--- config.mk ---
export PLATFORM = sky130hd
export DESIGN_NAME = whole_word_pattern_censor
export DESIGN_NICKNAME = d
export VERILOG_FILES = /design/src/rtl/core/wwpc_pkg.sv /design/src/rtl/core/wwpc_datapath.sv /design/src/rtl/core/wwpc_ctrl.sv /design/src/rtl/core/whole_word_pattern_censor.sv
export SDC_FILE = /design/constraint.sdc
export NUM_CORES = 1
export LEC_CHECK = 0
export BUFFER_PORTS_ARGS = -buffer_cell sky130_fd_sc_hd__buf_2
export CAP_MARGIN = 40
export CORE_UTILIZATION = 31
export DETAILED_ROUTE_END_ITERATION = 6
export PLACE_DENSITY_LB_ADDON = 0.15
export SYNTH_ARGS = -nofsm -noshare
export SYNTH_HDL_FRONTEND = slang
export SYNTH_HIERARCHICAL = 1
export SYNTH_SLANG_ARGS = --single-unit
--- constraint.sdc ---
create_clock -name clk -period 12.42 [get_ports clk]
set_clock_uncertainty 0.05 [all_clocks]
set_input_delay 2.484 -clock clk [delete_from_list [all_inputs] [get_ports clk]]
set_output_delay 2.484 -clock clk [all_outputs]
set_load 0.02 [all_outputs]
--- src/rtl/core/wwpc_pkg.sv ---
// ----------------------------------------------------------------------------
// wwpc_pkg
// Shared types, constants and character helpers for the whole-word censor.
// ----------------------------------------------------------------------------
package wwpc_pkg;

    localparam int PATTERN_MAX_DEFAULT = 8;

    localparam int BYTE_W     = 8;
    localparam int PAT_W      = 64;
    localparam int LEN_W      = 4;
    localparam int CFG_ADDR_W = 1;

    localparam logic [BYTE_W-1:0] STAR_CHAR     = 8'h2A;
    localparam logic [BYTE_W-1:0] CHAR_UPPER_A  = 8'h41;
    localparam logic [BYTE_W-1:0] CHAR_UPPER_Z  = 8'h5A;
    localparam logic [BYTE_W-1:0] CHAR_LOWER_A  = 8'h61;
    localparam logic [BYTE_W-1:0] CHAR_LOWER_Z  = 8'h7A;
    localparam logic [BYTE_W-1:0] CHAR_DIGIT_0  = 8'h30;
    localparam logic [BYTE_W-1:0] CHAR_DIGIT_9  = 8'h39;
    localparam logic [BYTE_W-1:0] CASE_OFFSET   = 8'd32;

    typedef enum logic [CFG_ADDR_W-1:0] {
        REG_PATTERN_CHARS = 1'b0,
        REG_PATTERN_LEN   = 1'b1
    } cfg_reg_t;

    typedef enum logic {
        ST_IDLE,
        ST_EMIT
    } ctrl_state_t;

    typedef struct packed {
        logic load;
        logic advance;
    } dp_cmd_t;

    typedef struct packed {
        logic empty;
        logic last;
        logic out_free;
    } dp_status_t;

    function automatic logic is_alnum(input logic [BYTE_W-1:0] c);
        return ((c >= CHAR_UPPER_A) && (c <= CHAR_UPPER_Z)) ||
               ((c >= CHAR_LOWER_A) && (c <= CHAR_LOWER_Z)) ||
               ((c >= CHAR_DIGIT_0) && (c <= CHAR_DIGIT_9));
    endfunction

    function automatic logic [BYTE_W-1:0] fold_case(input logic [BYTE_W-1:0] c);
        return ((c >= CHAR_UPPER_A) && (c <= CHAR_UPPER_Z)) ? c + CASE_OFFSET : c;
    endfunction

endpackage

--- src/rtl/core/wwpc_datapath.sv ---
// ----------------------------------------------------------------------------
// wwpc_datapath
// Match state, held bytes, flush buffer, configuration and output register.
// ----------------------------------------------------------------------------
module wwpc_datapath #(
    parameter int PATTERN_MAX = wwpc_pkg::PATTERN_MAX_DEFAULT
) (
    input  logic                                clk,
    input  logic                                rst_n,
    input  logic                                cfg_we,
    input  logic [wwpc_pkg::CFG_ADDR_W-1:0]     cfg_addr,
    input  logic [wwpc_pkg::PAT_W-1:0]          cfg_wdata,
    input  logic [wwpc_pkg::BYTE_W-1:0]         in_byte,
    input  logic                                in_term,
    input  wwpc_pkg::dp_cmd_t                   cmd,
    output wwpc_pkg::dp_status_t                status,
    output logic                                m_tvalid,
    input  logic                                m_tready,
    output logic [wwpc_pkg::BYTE_W-1:0]         m_tdata,
    output logic                                m_tlast
);
    import wwpc_pkg::*;

    localparam int IDX_W  = (PATTERN_MAX > 1) ? $clog2(PATTERN_MAX) : 1;
    localparam int CNT_W  = $clog2(PATTERN_MAX + 1);
    localparam int ECNT_W = $clog2(PATTERN_MAX + 2);

    logic [PAT_W-1:0]   pattern_chars_reg;
    logic [LEN_W-1:0]   pattern_len_reg;

    logic [BYTE_W-1:0]  held_reg [PATTERN_MAX];
    logic [BYTE_W-1:0]  flush_buf_reg [PATTERN_MAX];
    logic [CNT_W-1:0]   hc_reg, hc_next;
    logic               mc_reg, mc_next;
    logic               before_na_reg, before_na_next;
    logic               last_na_reg, last_na_next;

    logic [CNT_W-1:0]   flush_n_reg, flush_n_next;
    logic               censor_reg, censor_next;
    logic [BYTE_W-1:0]  cur_byte_reg;
    logic [ECNT_W-1:0]  total_reg, total_next;
    logic [ECNT_W-1:0]  idx_reg;

    logic               m_tvalid_reg;
    logic [BYTE_W-1:0]  m_tdata_reg;
    logic               m_tlast_reg;

    logic [BYTE_W-1:0]  pat_bytes [PATTERN_MAX];
    logic [LEN_W-1:0]   len_clamped;
    logic [CNT_W-1:0]   len_eff;
    logic [IDX_W-1:0]   hc_idx;
    logic               cur_na;
    logic               hit_next;
    logic               hit_first;
    logic               emit_cur;
    logic               held_we;
    logic [IDX_W-1:0]   held_widx;
    logic [BYTE_W-1:0]  emit_byte;

    for (genvar g = 0; g < PATTERN_MAX; g++)
    begin : g_pat
        assign pat_bytes[g] = pattern_chars_reg[BYTE_W*g +: BYTE_W];
    end

    assign len_clamped = (pattern_len_reg > LEN_W'(PATTERN_MAX)) ?
                         LEN_W'(PATTERN_MAX) : pattern_len_reg;
    assign len_eff     = CNT_W'(len_clamped);
    assign hc_idx      = (hc_reg < CNT_W'(PATTERN_MAX)) ? hc_reg[IDX_W-1:0] : '0;
    assign cur_na      = in_term || !is_alnum(in_byte);
    assign hit_next    = (hc_reg < len_eff) && (hc_reg < CNT_W'(PATTERN_MAX)) &&
                         (fold_case(in_byte) == fold_case(pat_bytes[hc_idx]));
    assign hit_first   = (len_eff != '0) &&
                         (fold_case(in_byte) == fold_case(pat_bytes[0]));

    always_comb
    begin
        hc_next        = hc_reg;
        before_na_next = before_na_reg;
        flush_n_next   = '0;
        censor_next    = 1'b0;
        emit_cur       = 1'b0;
        held_we        = 1'b0;
        held_widx      = hc_idx;

        if (mc_reg)
        begin
            flush_n_next = hc_reg;
            censor_next  = before_na_reg && cur_na;
            hc_next      = '0;
        end
        else if (in_term || ((hc_reg != '0) && !hit_next))
        begin
            flush_n_next = hc_reg;
            hc_next      = '0;
        end
        else if (hc_reg != '0)
        begin
            held_we = 1'b1;
            hc_next = hc_reg + CNT_W'(1);
        end

        if (!in_term && (hc_next == '0))
        begin
            if (hit_first)
            begin
                held_we        = 1'b1;
                held_widx      = '0;
                before_na_next = last_na_reg;
                hc_next        = CNT_W'(1);
            end
            else
            begin
                emit_cur = 1'b1;
            end
        end

        mc_next      = (hc_next != '0) && (hc_next >= len_eff);
        last_na_next = cur_na;
        if (in_term)
        begin
            before_na_next = 1'b1;
            last_na_next   = 1'b1;
        end

        total_next = ECNT_W'(flush_n_next) + ECNT_W'(emit_cur);
    end

    assign emit_byte = (idx_reg < ECNT_W'(flush_n_reg)) ?
                       (censor_reg ? STAR_CHAR : flush_buf_reg[idx_reg[IDX_W-1:0]]) :
                       cur_byte_reg;

    assign status.empty    = (idx_reg == total_reg);
    assign status.last     = ((idx_reg + ECNT_W'(1)) == total_reg);
    assign status.out_free = !m_tvalid_reg || m_tready;

    always_ff @(posedge clk or negedge rst_n)
    begin
        if (!rst_n)
        begin
            pattern_chars_reg <= '0;
            pattern_len_reg   <= '0;
        end
        else if (cfg_we)
        begin
            unique case (cfg_reg_t'(cfg_addr))
                REG_PATTERN_CHARS: pattern_chars_reg <= cfg_wdata;
                REG_PATTERN_LEN:   pattern_len_reg   <= cfg_wdata[LEN_W-1:0];
                default:           pattern_len_reg   <= pattern_len_reg;
            endcase
        end
    end

    always_ff @(posedge clk or negedge rst_n)
    begin
        if (!rst_n)
        begin
            hc_reg        <= '0;
            mc_reg        <= 1'b0;
            before_na_reg <= 1'b1;
            last_na_reg   <= 1'b1;
            flush_n_reg   <= '0;
            total_reg     <= '0;
            idx_reg       <= '0;
            m_tvalid_reg  <= 1'b0;
        end
        else
        begin
            if (cmd.load)
            begin
                hc_reg        <= hc_next;
                mc_reg        <= mc_next;
                before_na_reg <= before_na_next;
                last_na_reg   <= last_na_next;
                flush_n_reg   <= flush_n_next;
                total_reg     <= total_next;
                idx_reg       <= '0;
            end
            else if (cmd.advance)
            begin
                idx_reg <= idx_reg + ECNT_W'(1);
            end

            if (cmd.advance)
            begin
                m_tvalid_reg <= 1'b1;
            end
            else if (m_tready)
            begin
                m_tvalid_reg <= 1'b0;
            end
        end
    end

    always_ff @(posedge clk)
    begin
        if (cmd.load)
        begin
            censor_reg    <= censor_next;
            cur_byte_reg  <= in_byte;
            flush_buf_reg <= held_reg;
            if (held_we)
            begin
                held_reg[held_widx] <= in_byte;
            end
        end
        if (cmd.advance)
        begin
            m_tdata_reg <= emit_byte;
            m_tlast_reg <= status.last;
        end
    end

    assign m_tvalid = m_tvalid_reg;
    assign m_tdata  = m_tdata_reg;
    assign m_tlast  = m_tlast_reg;

    a_hc_bound: assert property (@(posedge clk) disable iff (!rst_n)
        hc_reg <= CNT_W'(PATTERN_MAX))
        else $error("held count above pattern capacity");

    a_mc_holds: assert property (@(posedge clk) disable iff (!rst_n)
        mc_reg |-> (hc_reg != '0))
        else $error("complete match with no held bytes");

    a_idx_bound: assert property (@(posedge clk) disable iff (!rst_n)
        idx_reg <= total_reg)
        else $error("emit index past result count");

endmodule

--- src/rtl/core/wwpc_ctrl.sv ---
// ----------------------------------------------------------------------------
// wwpc_ctrl
// Controller: takes one input transaction, then drains its results.
// ----------------------------------------------------------------------------
module wwpc_ctrl (
    input  logic                  clk,
    input  logic                  rst_n,
    input  logic                  s_tvalid,
    output logic                  s_tready,
    input  wwpc_pkg::dp_status_t  status,
    output wwpc_pkg::dp_cmd_t     cmd
);
    import wwpc_pkg::*;

    ctrl_state_t state_reg, state_next;

    always_ff @(posedge clk or negedge rst_n)
    begin
        if (!rst_n)
        begin
            state_reg <= ST_IDLE;
        end
        else
        begin
            state_reg <= state_next;
        end
    end

    always_comb
    begin
        state_next = state_reg;
        unique case (state_reg)
            ST_IDLE:
            begin
                if (s_tvalid)
                begin
                    state_next = ST_EMIT;
                end
            end
            ST_EMIT:
            begin
                if (status.empty || (status.out_free && status.last))
                begin
                    state_next = ST_IDLE;
                end
            end
            default: state_next = ST_IDLE;
        endcase
    end

    always_comb
    begin
        s_tready    = 1'b0;
        cmd.load    = 1'b0;
        cmd.advance = 1'b0;
        unique case (state_reg)
            ST_IDLE:
            begin
                s_tready = 1'b1;
                cmd.load = s_tvalid;
            end
            ST_EMIT:
            begin
                cmd.advance = !status.empty && status.out_free;
            end
            default: s_tready = 1'b0;
        endcase
    end

    a_load_emits: assert property (@(posedge clk) disable iff (!rst_n)
        cmd.load |=> (state_reg == ST_EMIT))
        else $error("load did not enter emit");

    a_empty_idle: assert property (@(posedge clk) disable iff (!rst_n)
        ((state_reg == ST_EMIT) && status.empty) |=> (state_reg == ST_IDLE))
        else $error("drained item did not return to idle");

endmodule

--- src/rtl/core/whole_word_pattern_censor.sv ---
// ----------------------------------------------------------------------------
// whole_word_pattern_censor
// Case-insensitive whole-word masking of a byte stream against a pattern.
// ----------------------------------------------------------------------------
// Flow: an accepted item is loaded into the match state, then its N results
//   (N <= PATTERN_MAX + 1) are sent through the output register; no new item
//   is accepted before they drain. One result byte leaves per cycle unless m_tready stalls.
// Reset: match state and context clear; pattern and length reset to zero,
//   so text passes unchanged until configured.
// ----------------------------------------------------------------------------
module whole_word_pattern_censor #(
    parameter int PATTERN_MAX = wwpc_pkg::PATTERN_MAX_DEFAULT
) (
    input  logic                             clk,
    input  logic                             rst_n,
    input  logic                             cfg_we,
    input  logic [wwpc_pkg::CFG_ADDR_W-1:0]  cfg_addr,
    input  logic [wwpc_pkg::PAT_W-1:0]       cfg_wdata,
    input  logic                             s_tvalid,
    output logic                             s_tready,
    input  logic [wwpc_pkg::BYTE_W-1:0]      s_tdata,   // [7:0] text_byte
    input  logic                             s_tlast,   // is_terminator
    output logic                             m_tvalid,
    input  logic                             m_tready,
    output logic [wwpc_pkg::BYTE_W-1:0]      m_tdata,   // [7:0] out_byte
    output logic                             m_tlast    // run_last
);
    import wwpc_pkg::*;

    dp_cmd_t    cmd;
    dp_status_t status;

    wwpc_ctrl u_ctrl (
        .clk      (clk),
        .rst_n    (rst_n),
        .s_tvalid (s_tvalid),
        .s_tready (s_tready),
        .status   (status),
        .cmd      (cmd)
    );

    wwpc_datapath #(
        .PATTERN_MAX (PATTERN_MAX)
    ) u_datapath (
        .clk       (clk),
        .rst_n     (rst_n),
        .cfg_we    (cfg_we),
        .cfg_addr  (cfg_addr),
        .cfg_wdata (cfg_wdata),
        .in_byte   (s_tdata),
        .in_term   (s_tlast),
        .cmd       (cmd),
        .status    (status),
        .m_tvalid  (m_tvalid),
        .m_tready  (m_tready),
        .m_tdata   (m_tdata),
        .m_tlast   (m_tlast)
    );

endmodule

### After elaboration in Yosys (flattened, before gate mapping)

Cells that the tools add are included.
W data, S select, Z words.

* equal/unequal tests: 4
* add/sub/neg operators: 6
* bitwise gates (word level): 5
* div/mod/pow operators: 0
* shift operators: 0
* multipliers: 0
* order comparisons: 19
* reduce and logical (&&, ||, !) cells: 38
* muxes and demuxes: 46

Operators with widths (number)
* $mux W8: 10
* $bwmux W64: 1
* $bmux W8 S3: 2
* $mux W4: 10
* $ge A8 B7 Y1 const B: 4
* $le A8 B7 Y1 const B: 4
* $add A8 B6 Y8 const B: 3
* $demux W8 S3: 1
* $mux W1: 18
* $eq A8 B8 Y1: 2
* $logic_and A1 B1 Y1: 15
* $ge A4 B4 Y1 const B: 3
* $not A3 Y4: 3
* $reduce_bool A4 Y1: 3
* $mux W3: 3
* $add A4 B1 Y4 const B: 2
* $eq A4 B4 Y1: 2
* $ge A8 B6 Y1 const B: 1
* $le A8 B6 Y1 const B: 1
* $lt A4 B4 Y1: 2
* $reduce_bool A2 Y1: 4
* $logic_or A1 B1 Y1: 6
* $reduce_and A2 Y1: 3
* $logic_not A1 Y1: 5
* other kinds (9): 10

* bits in read-only memories: 0
* latch bits: 0
* memories: 0
* RAM bits: 0
* logic and storage cells: 149
* input bits: 79
* output and inout port bits: 11
* register bits: 235

### Logic depth before layout (Yosys ltp)

* depth after elaboration: 25
* mapped depth: 21
* depth with buffers taken out: 19

### Cells and area by module

The synthesis kept the hierarchy.

By module, submodules not included
* wwpc_datapath: sequential area each 6588.8 um^2, cells each 689, area an instance 10326.2 um^2, instances 1
* wwpc_ctrl: sequential area each 25.0 um^2, cells each 7, area an instance 61.3 um^2, instances 1

### Least setup slack after synthesis

No wires, ideal clock.

* kind: input-to-reg
* start: input s_tvalid
* end: register u_datapath/held_reg[0] (netlist bit) (enable)
* buffers on the path: 1
* data required time: 12.000 ns
* arrival time: 5.480 ns
* slack: 6.520 ns
* stages: 4
* setup time: 0.370 ns
* cell sequence: nor2b_2 > clkbuf_1 > and4_4 > nor3b_2

* cells in the longest elaborated chain, start to end: 2

RTL lines
* from (decl): RTL line whole_word_pattern_censor.sv:19 `input logic s_tvalid,`
* $mux W1: RTL line wwpc_ctrl.sv:56 `unique case (state_reg)`
* $reduce_and A2 Y1 (no line)
* to (signal, indexed assignment): RTL line wwpc_datapath.sv:203 `held_reg[held_widx] <= in_byte;`
* to (decl): RTL line wwpc_datapath.sv:31 `logic [BYTE_W-1:0] held_reg [PATTERN_MAX];`

Every way passes these cells.
A chain may end at the register's enable or synchronous reset.

### Final worst setup path

* start: input s_tdata[5] (netlist bit)
* end: register u_datapath.mc_reg

* cells in the longest elaborated chain, start to end: 15
* elaborated cells between the ends (all ways): 21
* classes of those cells: add/sub (1); order compare (3); eq/ne (2); mux (5); reduce/logical (10)

RTL lines
* from (decl): RTL line whole_word_pattern_censor.sv:21 `input logic [wwpc_pkg::BYTE_W-1:0] s_tdata,`
* $ge A8 B7 Y1 / $le A8 B7 Y1 (equally long branches): RTL line wwpc_pkg.sv:51 `return ((c >= CHAR_UPPER_A) && (c <= CHAR_UPPER_Z)) ? c + CASE_OFFSET : c;`
* $logic_and A1 B1 Y1: RTL line wwpc_pkg.sv:51
* $mux W8 (*): RTL line wwpc_pkg.sv:51
* $eq A8 B8 Y1: RTL line wwpc_datapath.sv:71 `(fold_case(in_byte) == fold_case(pat_bytes[hc_idx]));`
* $logic_and A1 B1 Y1: RTL line wwpc_datapath.sv:70 `assign hit_next = (hc_reg < len_eff) && (hc_reg < CNT_W'(PATTERN_MAX)) &&`
* $logic_not A1 Y1: RTL line wwpc_datapath.sv:91 `else if (in_term || ((hc_reg != '0) && !hit_next))`
* $logic_and A1 B1 Y1: RTL line wwpc_datapath.sv:91
* $logic_or A1 B1 Y1: RTL line wwpc_datapath.sv:91
* $mux W4: RTL line wwpc_datapath.sv:91
* $mux W4: RTL line wwpc_datapath.sv:85 `if (mc_reg)`
* $logic_not A4 Y1: RTL line wwpc_datapath.sv:102 `if (!in_term && (hc_next == '0))`
* $logic_and A1 B1 Y1: RTL line wwpc_datapath.sv:102
* $mux W4 (*): RTL line wwpc_datapath.sv:102
* $ge A4 B4 Y1 / $reduce_bool A4 Y1 (equally long branches): RTL line wwpc_datapath.sv:117 `mc_next = (hc_next != '0) && (hc_next >= len_eff);`
* $logic_and A1 B1 Y1 (*): RTL line wwpc_datapath.sv:117
* to (signal assigned): RTL line wwpc_datapath.sv:171 `mc_reg <= mc_next;`
* to (decl): RTL line wwpc_datapath.sv:34 `logic mc_reg, mc_next;`

Every way passes the cells marked *; elsewhere a longest branch is shown, timed or not.

==> qor.yml <==
power:
  fin_total_pwr_mw: 2.13
  p_leak_nw: 4.50
  clock_power_share: 0.326
  pwr-share-comb: 0.206
  peakVddDrop_v: 0.0000912
  seqPwrFrac: 0.467
  intPower_mw: 1.55
  switching_power_uw: 586
  power_density_mw_per_mm2: 176
  swShare: 0.274
logic_synthesis:
  yosysTopAreaCell: "edfxtp_1"
  synth_edf_count: 146
  yosysTopAreaCellShare: 0.422
  avgSynthCellArea_um2: 14.9
  ys.flop_type: "edfxtp_1"
  synth.ff_latch_count: 235
  synth_area_mm2: 0.0104
  synth_seq_area_share: 0.637
  synth_cells: 696
  yosysMostFrequentCell: "edfxtp_1"
  synth_warnings: 6
  synth_common_cells: "edfxtp_1, dfrtp_1, mux2_2"
  synth_cell_types: 80
  synth_area_leaders: "edfxtp_1, dfrtp_1, mux2_2, mux4_2, ha_1"
  async_reset_ff_frac: 0.379
  synthesis.nets: 795
clocking:
  clk_pin_slew_ns: 0.06
  cts_setup_buffers: 0
  htree_levels: 1
  worstSkewPairLatency_ns: 0.53
  cts_tree: "done"
  clock-sinks: 235
  cts_root_buf: "clkbuf_16"
  holdBufCountCts: 0
  cts_buffers: 26
  post_cts_resized: 0
  clock_path_buffers: 3
layout:
  fillers: 3201
  area_growth_pct: 17.1
  fin_nets: 890
  drive_gt1_frac: 0.322
detailed_routing:
  wl_per_cell_um: 19.1
  firstDrtPassIters: 4
  drtIter0Drc: 323
  drc: 0
  via_per_inst: 4.89
  postRouteWirelength_um: 23900
  num_vias: 6114
  ant_nets: 0
setup_path:
  worst-path-max-fanout: 18
  rr_startpoint: "u_datapath/hc_reg[0]"
  cp_data_required_time_ns: 12.78
  r2r_end: "u_datapath/mc_reg"
  critPathLaunchType: "input pin"
  worstRegToRegCells: 20
  reg2reg_setup_slack_ns: 7.67
  cp-end-kind: "flop"
  critPathArrivalTime_ns: 6.14
  crit_type: "input pin to flop"
floorplanning:
  dieArea_mm2: 0.0342
  pin_count: 90
  start_util: 0.317
  die_x_um: 185
  core-area_mm2: 0.0328
  die_h_um: 185
  num_rows: 66
grt:
  grt_pass1_vias: 6338
  overflow: 0
  antenna_found_initial: 0
  grtUsageTotal: 0.142
  grt_max_degree: 73
  grt_pass1_wl_um: 36800
sta:
  worstMarginPinSlew_ns: 0.815
  max_slew_margin: 0.456
  final-hold-violation-count: 0
  rsz0062_at_grt: "no"
  timing.fmax_mhz: 173
  final.period_utilization: 0.465
  setup_slack_ns: 6.64
  drv_slew: 0
  setup_violations: 0
  fin_crit_ns: 5.78
  hold-worst-slack_ns: 0.363
  fin_tns_setup_ns: 0
run:
  maxCapViolCount: 0
place:
  post-dp-hpwl_um: 16200
  place.gp.congestion: 0.819
  dp_slack_ns: 6.23
  portBuffers: 89
min_path:
  min-delay-start: "u_datapath/held_reg[55]"
  holdPathEnd: "u_datapath/flush_buf_reg[55]"
  hold_path.class: "flop to flop"
  min_path_cells: 0
status:
  status: "complete, no violations"
-- stage by stage --
stage	cell area (um^2)	std cells	util
floorplan	10400	696	-
global placement	11300	1202	0.345
detailed placement	11400	1204	0.346
CTS	12100	1249	0.370
global route	12200	1250	0.371
finish	12200	1251	0.371
-- layer usage --
layer  share of wire  track usage  wire length [um]  vias to the layer above
met1            0.44        0.185             10500                     3052
li1                -            -                 -                     2846
met5               0            0                 0                        -
met4           0.023       0.0456               546                        0
met3           0.052       0.0252              1240                       36
met2            0.49        0.240             11600                      180
-- power groups by stage --
stage / clock [mW] / sequential (mW) / combinational, mW
after floorplan: 0 / 1.02 / 0.300
after global placement: 0 / 1.01 / 0.435
after detailed placement: 0 / 1.02 / 0.443
after CTS: 0.721 / 1.00 / 0.444
after global routing: 0.751 / 1.01 / 0.486
final: 0.697 / 0.997 / 0.441
-- placed cells by master, fill, tap and decap left out, types with 4 or more instances in the layout --
cell type | Yosys | layout
edfxtp_1 | 146 | 146
clkinv_2 | 0 | 5
mux4_2 | 17 | 17
clkbuf_16 | 0 | 26
buf_2 | 4 | 88
a211oi_1 | 5 | 5
mux2i_1 | 20 | 20
a31oi_1 | 5 | 5
nor2_1 | 29 | 29
nor4_1 | 9 | 9
dfrtp_1 | 87 | 86
nand3_1 | 11 | 11
ha_1 | 20 | 20
inv_1 | 19 | 19
nand2_1 | 21 | 21
nor3_1 | 7 | 7
a32oi_1 | 4 | 4
o211ai_1 | 4 | 4
nand4_1 | 5 | 5
and3_1 | 4 | 4
or3_1 | 4 | 4
clkbuf_1 | 23 | 5
a21oi_1 | 25 | 25
mux2_2 | 80 | 80
o21ai_0 | 19 | 19
buf_4 | 1 | 12
nand2b_1 | 11 | 11
a21o_1 | 4 | 4
nor2b_1 | 9 | 8
xnor2_1 | 11 | 11
xor2_1 | 14 | 14
clkinv_1 | 0 | 6
-- area by class of cell --
class,instances,area [um^2],area share
diodes,1,2.50,0.000206
clock buffers,31,669,0.0551
inverters,20,75.1,0.00617
multi-input cells,406,3560,0.292
clock inverters,14,103,0.00844
repair buffers,102,586,0.0482
well taps,442,553,0.0455
flip-flops and latches,235,6620,0.544
-- how the worst max path moves through the flow --
| stage | start | end | slack, ns | cells after the start |
|---|---|---|---|---|
| after floorplan | s_tvalid | u_datapath/held_reg[0] | 6.52 | 4 |
| after global placement | s_tdata[0] | u_datapath/mc_reg | 6.37 | 18 |
| after detailed placement | s_tdata[5] | u_datapath/mc_reg | 6.23 | 20 |
| after CTS | s_tdata[5] | u_datapath/mc_reg | 6.77 | 20 |
| after global routing | s_tdata[5] | u_datapath/mc_reg | 6.40 | 20 |
| final | s_tdata[5] | u_datapath/mc_reg | 6.64 | 20 |
-- cell families (layout without fill, tap and decap cells) --
family,count (synthesis),in the layout,share of synthesized area
AOI/OAI and AO/OA,103,103,0.0709
xor gates and xnor gates,27,27,0.0242
adders and majority gates,20,20,0.0241
buffers and inverters,55,167,0.0222
and+or+nand+nor,136,136,0.0754
DFF,235,235,0.637
other,0,1,0
muxes,120,120,0.146
-- critical path, stage by stage --
cell,delay [ns]
buf_2,0.30
inv_1,0.13
ha_1,0.25
nand2b_1,0.12
a21o_1,0.15
a31oi_1,0.13
a31oi_1,0.38
xnor2_1,0.17
nand4_1,0.12
a21oi_1,0.39
and2_1,0.23
o21ai_2,0.09
o211a_1,0.15
ha_1,0.28
nand2b_1,0.14
a21o_1,0.17
a21oi_1,0.13
nor2b_1,0.05
o21ai_0,0.17
o2bb2ai_1,0.08
Power figures use the tool's default switching activity.
